[src/hdl/dpfs_pkg.sv]
package dpfs_pkg;

    localparam int BYTE_W    = 8;
    localparam int PIXEL_W   = 3 * BYTE_W;
    localparam int CFG_IDX_W = 2;

    localparam logic [CFG_IDX_W-1:0] CFG_CODE_STRAIGHT       = 2'd0;
    localparam logic [CFG_IDX_W-1:0] CFG_CODE_CHAIN          = 2'd1;
    localparam logic [CFG_IDX_W-1:0] CFG_CODE_CHAIN_REVERSED = 2'd2;

    localparam logic [BYTE_W-1:0] RST_CODE_STRAIGHT       = 8'd0;
    localparam logic [BYTE_W-1:0] RST_CODE_CHAIN          = 8'd1;
    localparam logic [BYTE_W-1:0] RST_CODE_CHAIN_REVERSED = 8'd2;

    typedef struct packed {
        logic is_read;
        logic out_of_range;
        logic refresh;
    } t_item_info;

endpackage

[src/hdl/dpfs_ctrl.sv]
module dpfs_ctrl #(
    parameter int PIXEL_COUNT = 256
) (
    input  logic                                          i_clk,
    input  logic                                          i_rst_n,
    input  logic                                          i_cfg_we,
    input  logic [dpfs_pkg::CFG_IDX_W-1:0]                i_cfg_index,
    input  logic [dpfs_pkg::BYTE_W-1:0]                   i_cfg_data,
    input  logic                                          i_item_we,
    input  logic                                          i_mode,
    input  logic [dpfs_pkg::BYTE_W-1:0]                   i_byte,
    input  logic                                          i_last,
    input  logic [dpfs_pkg::BYTE_W-1:0]                   i_index,
    output logic                                          o_busy,
    output dpfs_pkg::t_item_info                          o_info,
    output logic                                          o_mem_we,
    output logic [(PIXEL_COUNT > 1 ? $clog2(PIXEL_COUNT) : 1)-1:0] o_mem_waddr,
    output logic [dpfs_pkg::PIXEL_W-1:0]                  o_mem_wdata,
    output logic                                          o_mem_re,
    output logic [(PIXEL_COUNT > 1 ? $clog2(PIXEL_COUNT) : 1)-1:0] o_mem_raddr
);

    import dpfs_pkg::*;

    localparam int AW  = PIXEL_COUNT > 1 ? $clog2(PIXEL_COUNT) : 1;
    localparam int WPW = $clog2(PIXEL_COUNT + 1);
    localparam logic [AW:0]    COUNT_X   = (AW + 1)'(PIXEL_COUNT);
    localparam logic [AW-1:0]  LAST_ADDR = AW'(PIXEL_COUNT - 1);
    localparam logic [WPW-1:0] COUNT_WP  = WPW'(PIXEL_COUNT);

    typedef enum logic [1:0] {
        K_STRAIGHT,
        K_CHAIN,
        K_CHAIN_REV,
        K_UNKNOWN
    } t_kind;

    typedef enum logic [1:0] {
        POS_PROGRAM,
        POS_RED,
        POS_GREEN,
        POS_BLUE
    } t_pos;

    logic [BYTE_W-1:0]   r_code_straight, r_code_chain, r_code_chain_rev;
    logic [BYTE_W-1:0]   r_prog, n_prog;
    t_pos                r_pos, n_pos;
    logic [2*BYTE_W-1:0] r_part, n_part;
    logic [WPW-1:0]      r_wp, n_wp;
    logic                r_done, n_done;
    logic [AW-1:0]       r_head, n_head;
    logic                r_busy;
    logic [AW-1:0]       r_clr_addr;

    t_kind               kind_cur, kind_new;
    logic                pkt_we;
    logic                trip_we;
    logic [AW-1:0]       trip_addr;
    logic [AW:0]         wp_sum, rd_sum;
    logic [AW-1:0]       head_dec, head_inc;
    logic                rd_oor;
    logic                refresh;

    function automatic t_kind decode(input logic [BYTE_W-1:0] prog,
                                     input logic [BYTE_W-1:0] c_str,
                                     input logic [BYTE_W-1:0] c_chn,
                                     input logic [BYTE_W-1:0] c_rev);
        priority if (prog == c_str) begin
            return K_STRAIGHT;
        end else if (prog == c_chn) begin
            return K_CHAIN;
        end else if (prog == c_rev) begin
            return K_CHAIN_REV;
        end else begin
            return K_UNKNOWN;
        end
    endfunction

    always_comb begin
        pkt_we   = i_item_we && !i_mode;
        kind_cur = decode(r_prog, r_code_straight, r_code_chain, r_code_chain_rev);
        kind_new = K_UNKNOWN;

        wp_sum = {1'b0, r_head} + {1'b0, AW'(r_wp)};
        if (wp_sum >= COUNT_X) begin
            wp_sum = wp_sum - COUNT_X;
        end
        rd_oor = ({{(32 - BYTE_W){1'b0}}, i_index} >= 32'(PIXEL_COUNT));
        rd_sum = {1'b0, r_head} + {1'b0, AW'(i_index)};
        if (rd_sum >= COUNT_X) begin
            rd_sum = rd_sum - COUNT_X;
        end
        head_dec = (r_head == '0) ? LAST_ADDR : r_head - 1'b1;
        head_inc = (r_head == LAST_ADDR) ? '0 : r_head + 1'b1;

        n_prog    = r_prog;
        n_pos     = r_pos;
        n_part    = r_part;
        n_wp      = r_wp;
        n_done    = r_done;
        n_head    = r_head;
        trip_we   = 1'b0;
        trip_addr = wp_sum[AW-1:0];
        refresh   = 1'b0;

        if (pkt_we) begin
            unique case (r_pos)
                POS_PROGRAM: begin
                    n_prog = i_byte;
                    n_part = '0;
                    n_wp   = '0;
                    n_done = 1'b0;
                    n_pos  = POS_RED;
                end
                POS_RED: begin
                    n_part = {i_byte, {BYTE_W{1'b0}}};
                    n_pos  = POS_GREEN;
                end
                POS_GREEN: begin
                    n_part = {r_part[2*BYTE_W-1:BYTE_W], i_byte};
                    n_pos  = POS_BLUE;
                end
                default: begin
                    n_part = '0;
                    n_pos  = POS_RED;
                    unique case (kind_cur)
                        K_STRAIGHT: begin
                            if (r_wp < COUNT_WP) begin
                                trip_we   = 1'b1;
                                trip_addr = wp_sum[AW-1:0];
                                n_wp      = r_wp + 1'b1;
                            end
                        end
                        K_CHAIN: begin
                            if (!r_done) begin
                                trip_we   = 1'b1;
                                trip_addr = head_dec;
                                n_head    = head_dec;
                                n_done    = 1'b1;
                            end
                        end
                        K_CHAIN_REV: begin
                            if (!r_done) begin
                                trip_we   = 1'b1;
                                trip_addr = r_head;
                                n_head    = head_inc;
                                n_done    = 1'b1;
                            end
                        end
                        default: begin
                        end
                    endcase
                end
            endcase

            if (i_last) begin
                kind_new = decode(n_prog, r_code_straight, r_code_chain, r_code_chain_rev);
                refresh = (kind_new == K_CHAIN || kind_new == K_CHAIN_REV) ? n_done : 1'b1;
                n_pos   = POS_PROGRAM;
                n_part  = '0;
                n_wp    = '0;
                n_done  = 1'b0;
            end
        end
    end

    always_ff @(posedge i_clk) begin
        if (!i_rst_n) begin
            r_code_straight  <= RST_CODE_STRAIGHT;
            r_code_chain     <= RST_CODE_CHAIN;
            r_code_chain_rev <= RST_CODE_CHAIN_REVERSED;
            r_prog           <= '0;
            r_pos            <= POS_PROGRAM;
            r_part           <= '0;
            r_wp             <= '0;
            r_done           <= 1'b0;
            r_head           <= '0;
            r_busy           <= 1'b1;
            r_clr_addr       <= '0;
        end else begin
            if (i_cfg_we) begin
                unique case (i_cfg_index)
                    CFG_CODE_STRAIGHT:       r_code_straight  <= i_cfg_data;
                    CFG_CODE_CHAIN:          r_code_chain     <= i_cfg_data;
                    CFG_CODE_CHAIN_REVERSED: r_code_chain_rev <= i_cfg_data;
                    default: begin
                    end
                endcase
            end
            r_prog <= n_prog;
            r_pos  <= n_pos;
            r_part <= n_part;
            r_wp   <= n_wp;
            r_done <= n_done;
            r_head <= n_head;
            if (r_busy) begin
                if (r_clr_addr == LAST_ADDR) begin
                    r_busy <= 1'b0;
                end else begin
                    r_clr_addr <= r_clr_addr + 1'b1;
                end
            end
        end
    end

    always_comb begin
        o_busy              = r_busy;
        o_info.is_read      = i_mode;
        o_info.out_of_range = rd_oor;
        o_info.refresh      = refresh;
        o_mem_re            = i_item_we && i_mode && !rd_oor;
        o_mem_raddr         = rd_sum[AW-1:0];
        if (r_busy) begin
            o_mem_we    = 1'b1;
            o_mem_waddr = r_clr_addr;
            o_mem_wdata = '0;
        end else begin
            o_mem_we    = trip_we;
            o_mem_waddr = trip_addr;
            o_mem_wdata = {r_part, i_byte};
        end
    end

endmodule

[config.mk]
export PLATFORM = sky130hd
export DESIGN_NAME = dpfs_ctrl
export DESIGN_NICKNAME = d
export VERILOG_FILES = /design/src/hdl/dpfs_pkg.sv /design/src/hdl/dpfs_ctrl.sv
export SDC_FILE = /design/constraint.sdc
export NUM_CORES = 1
export LEC_CHECK = 0
export BUFFER_PORTS_ARGS = -buffer_cell sky130_fd_sc_hd__buf_2
export CAP_MARGIN = 20
export CORE_UTILIZATION = 59
export CTS_BUF_LIST = sky130_fd_sc_hd__clkbuf_4 sky130_fd_sc_hd__clkbuf_8
export CTS_CLUSTER_DIAMETER = 30
export DETAILED_ROUTE_END_ITERATION = 6
export PLACE_DENSITY = 0.8
export SETUP_SLACK_MARGIN = 0.02
export SYNTH_ARGS = -nofsm -noshare
export SYNTH_HDL_FRONTEND = slang
export SYNTH_SLANG_ARGS = --single-unit
[constraint.sdc]
create_clock -name i_clk -period 3.9 [get_ports i_clk]
set_input_delay 0.78 -clock i_clk [delete_from_list [all_inputs] [get_ports i_clk]]
set_output_delay 0.78 -clock i_clk [all_outputs]
set_load 0.05 [all_outputs]
==> results_dict.tcl <==
set metrics [dict create \
    clk_pin_slew_ns 0.08 \
    worst_slew_pin_slew_ns 0.753 \
    synth_edf_count 0 \
    start_util_pct 61.6 \
    wire_per_inst_um 16.8 \
    syn_area_um2 5110 \
    powerDensity_nw_per_um2 307 \
    dr.pass1.iters 5 \
    grt.total_usage_pct 30.6 \
    synth_nets 687 \
    dp_hpwl_um 9980 \
    clock-root-buffer "clkbuf_8" \
    peakVddDrop_mv 0.263 \
    fillers 649 \
    finalCritPeriodShare_pct 98.4 \
    drc 0 \
    crit_arrival_ns 3.06 \
    nNetsFinal 752 \
    viasPerCell 5.88 \
    detail-route-antenna-nets 0 \
    overflow 0 \
    syn_inst 626 \
    stdcell_area_um2 5890 \
    io_buffers 76 \
    async_reset_ff_share_pct 0 \
    die_w_um 95.1 \
    synth_largest_area_cell "dfxtp_1" \
    die_area_um2 9040 \
    cts_buffer_depth 2 \
    postSynthAreaPerCell_um2 8.17 \
    core-area_um2 8300 \
    drt_wl_total_um 13500 \
    holdWs_ns 0.507 \
    leakage_nw 2.66 \
    grt_max_degree 36 \
    hold_violations 0 \
    die_height_um 95.1 \
    synth_top_cell_area_share_pct 30.2 \
    required_ns 3.12 \
    vias 4707 \
    numCtsBuffers 9 \
    rsz0062_at_grt "true" \
    endpoint_kind "output pin" \
    synth_cell_types 53 \
    worst_path_dominant_cell_family "simple AND/OR/NAND/NOR gates" \
    rows 33 \
    clk_latency_ns 0.36 \
    finalClockSkew_ns 0.0129 \
    cp_slowest_cell "or3_4" \
    synth-seq-cells 77 \
    cts_tree "built" \
    drt_iter0_drc 265 \
    cp_cell_sequence "xor2_1 -> nor4_2 -> and4_1 -> a21o_1 -> ha_4 -> nand2_4 -> or3_4 -> o21a_4 -> a221oi_2 -> a21oi_1 -> buf_4" \
    drv_slew 0 \
    area_delta_synth_final_pct 15.3 \
    antenna_found_initial 0 \
    critPathMaxFanout 6 \
    fmax_ghz 0.260 \
    crit_buf_inv 1 \
    post_route_cells_drive_above_1_share_pct 19.8 \
    diodes 0 \
    synth_ff_type "dfxtp_1" \
    synth_area_leaders "dfxtp_1, mux2i_1, xnor2_1, ha_1, nor2_1" \
    max_stage_delay_ns 0.40 \
    ys_seq_area_share_pct 30.2 \
    maxCapViolCount 0 \
    synth_warnings 0 \
    path_class "reg2out" \
    grt_pass1_wl_um 21200 \
    slew_headroom_pct 49.7 \
    gp_congestion 0.974 \
    min_period_ns 3.84 \
    critPathLaunchType "flop" \
    grt_pass1_vias 4385 \
    io_pins 78 \
    htreeDepth 3 \
    status "finished, final reports clean" \
    setup_violations 0 \
    hp-class "reg2reg" \
    cts_sinks 77 \
    postPlaceCellArea_um2 5550 \
]
-- worst reg2reg max path, delay by kind of cell, from the launching register on --
kind / cells / cell delay [ns]
simple gates: 4 / 1.05
compound gates: 4 / 0.93
flops: 1 / 0.36
fa+ha+maj: 1 / 0.19
xor+xnor: 1 / 0.16
buf+inv: 1 / 0.15
-- state kept, by name, summed over array words and instances, names as in the netlist --
| signal | count |
|---|---|
| r_part | 16 |
| r_wp | 9 |
| r_clr_addr | 8 |
| r_code_chain | 8 |
| r_code_chain_rev | 8 |
| r_code_straight | 8 |
| r_head | 8 |
| r_prog | 8 |
| r_pos | 2 |
| o_busy | 1 |
| r_done | 1 |
-- power breakdown --
part / leakage (nW) / switching (mW) / internal, mW
Combinational: 1.93 / 0.228 / 0.144
Sequential: 0.629 / 0.0224 / 0.802
Clock: 0.0999 / 0.310 / 0.302
-- stage by stage --
| step | setup WS (ns) | util, % | power [mW] | instances | TNS [ns] |
|---|---|---|---|---|---|
| floorplan | 0.0617 | - | 1.08 | 626 | 0 |
| global placement | 0.314 | 66.8 | 1.16 | 781 | 0 |
| detailed placement | 0.261 | 66.8 | 1.17 | 781 | 0 |
| CTS | 0.0305 | 70.1 | 1.78 | 799 | 0 |
| global route | -0.0559 | 71.0 | 1.88 | 801 | -0.121 |
| finish | 0.0606 | 71.0 | 1.81 | 801 | 0 |
-- final timing paths --
path	from	end	slack [ns]	cells after the start
worst max register to register	r_prog[2]	r_head[5]	1.00	11
worst min register to register	r_part[9]	r_part[9]	0.51	2
worst min-delay path	r_part[9]	r_part[9]	0.51	2
worst max-delay path	r_prog[2]	o_mem_waddr[6]	0.06	11
-- placed cells by master, fill, tap and decap left out, types with 3 or more instances in the layout --
cell type  count
nor2_1        83
buf_2         69
dfxtp_1       67
xnor2_1       42
mux2i_1       38
a21oi_1       34
nand2_1       33
xor2_1        32
nor2b_1       30
inv_1         24
o21ai_0       24
ha_1          24
a22oi_1       17
buf_4         16
nand3_1       12
nor3_1         9
nand4_1        9
clkbuf_8       9
nor4_1         8
dfxtp_2        8
a21o_1         7
a211oi_1       7
o21ai_1        7
buf_6          6
and3_1         5
o22ai_1        5
or3_1          5
o211ai_1       4
nor3b_1        4
nand2b_1       3
a21oi_2        3
clkinv_2       3
-- layer usage --
metal | vias up | track usage, % | routed length (um)
met5 | - | 0 | 0
li1 | 2306 | - | -
met1 | 2189 | 36.7 | 5540
met2 | 173 | 52.6 | 6720
met4 | 0 | 12.5 | 421
met3 | 39 | 6.70 | 773
-- timing repair --
item                                    in CTS  in global routing
resized for setup                           17                 28
setup buffers                                2                  2
pin swaps                                    5                 10
endpoints found under the setup margin       8                  9
hold buffers                                 0                  0
-- final cells by class --
type | count | area (um^2) | share of cell area (%)
Inverter | 25 | 93.8 | 1.59
Tap cell | 105 | 131 | 2.23
Multi-Input combinational cell | 487 | 3380 | 57.4
Sequential cell | 77 | 1560 | 26.5
Clock buffer | 10 | 131 | 2.23
Timing Repair Buffer | 91 | 533 | 9.04
Clock inverter | 6 | 61.3 | 1.04
-- Yosys cell counts, drive strengths merged, types with 3 or more instances --
cell,number
a211oi,8
a21o,7
a21oi,37
a22oi,17
and3,5
buf,12
clkbuf,25
dfxtp,77
ha,27
inv,25
mux2i,38
nand2,34
nand2b,3
nand3,12
nand4,9
nor2,83
nor2b,30
nor3,9
nor3b,4
nor4,11
o211ai,4
o21ai,31
o22ai,5
o41ai,3
or3,7
xnor2,42
xor2,32
-- kinds of logic after synthesis --
logic type               Yosys count  share of synthesized area (%)
other                              1                         0.0734
flip-flops                        77                           30.2
XOR/XNOR                          74                           12.7
adder cells (fa/ha/maj)           29                           7.39
multiplexers                      38                           7.44
AND/OR/NAND/NOR                  216                           20.9
buffers and inverters             62                           5.04
AO/OA/AOI/OAI                    129                           16.3
Note: power is estimated with default switching activity, not from simulation.
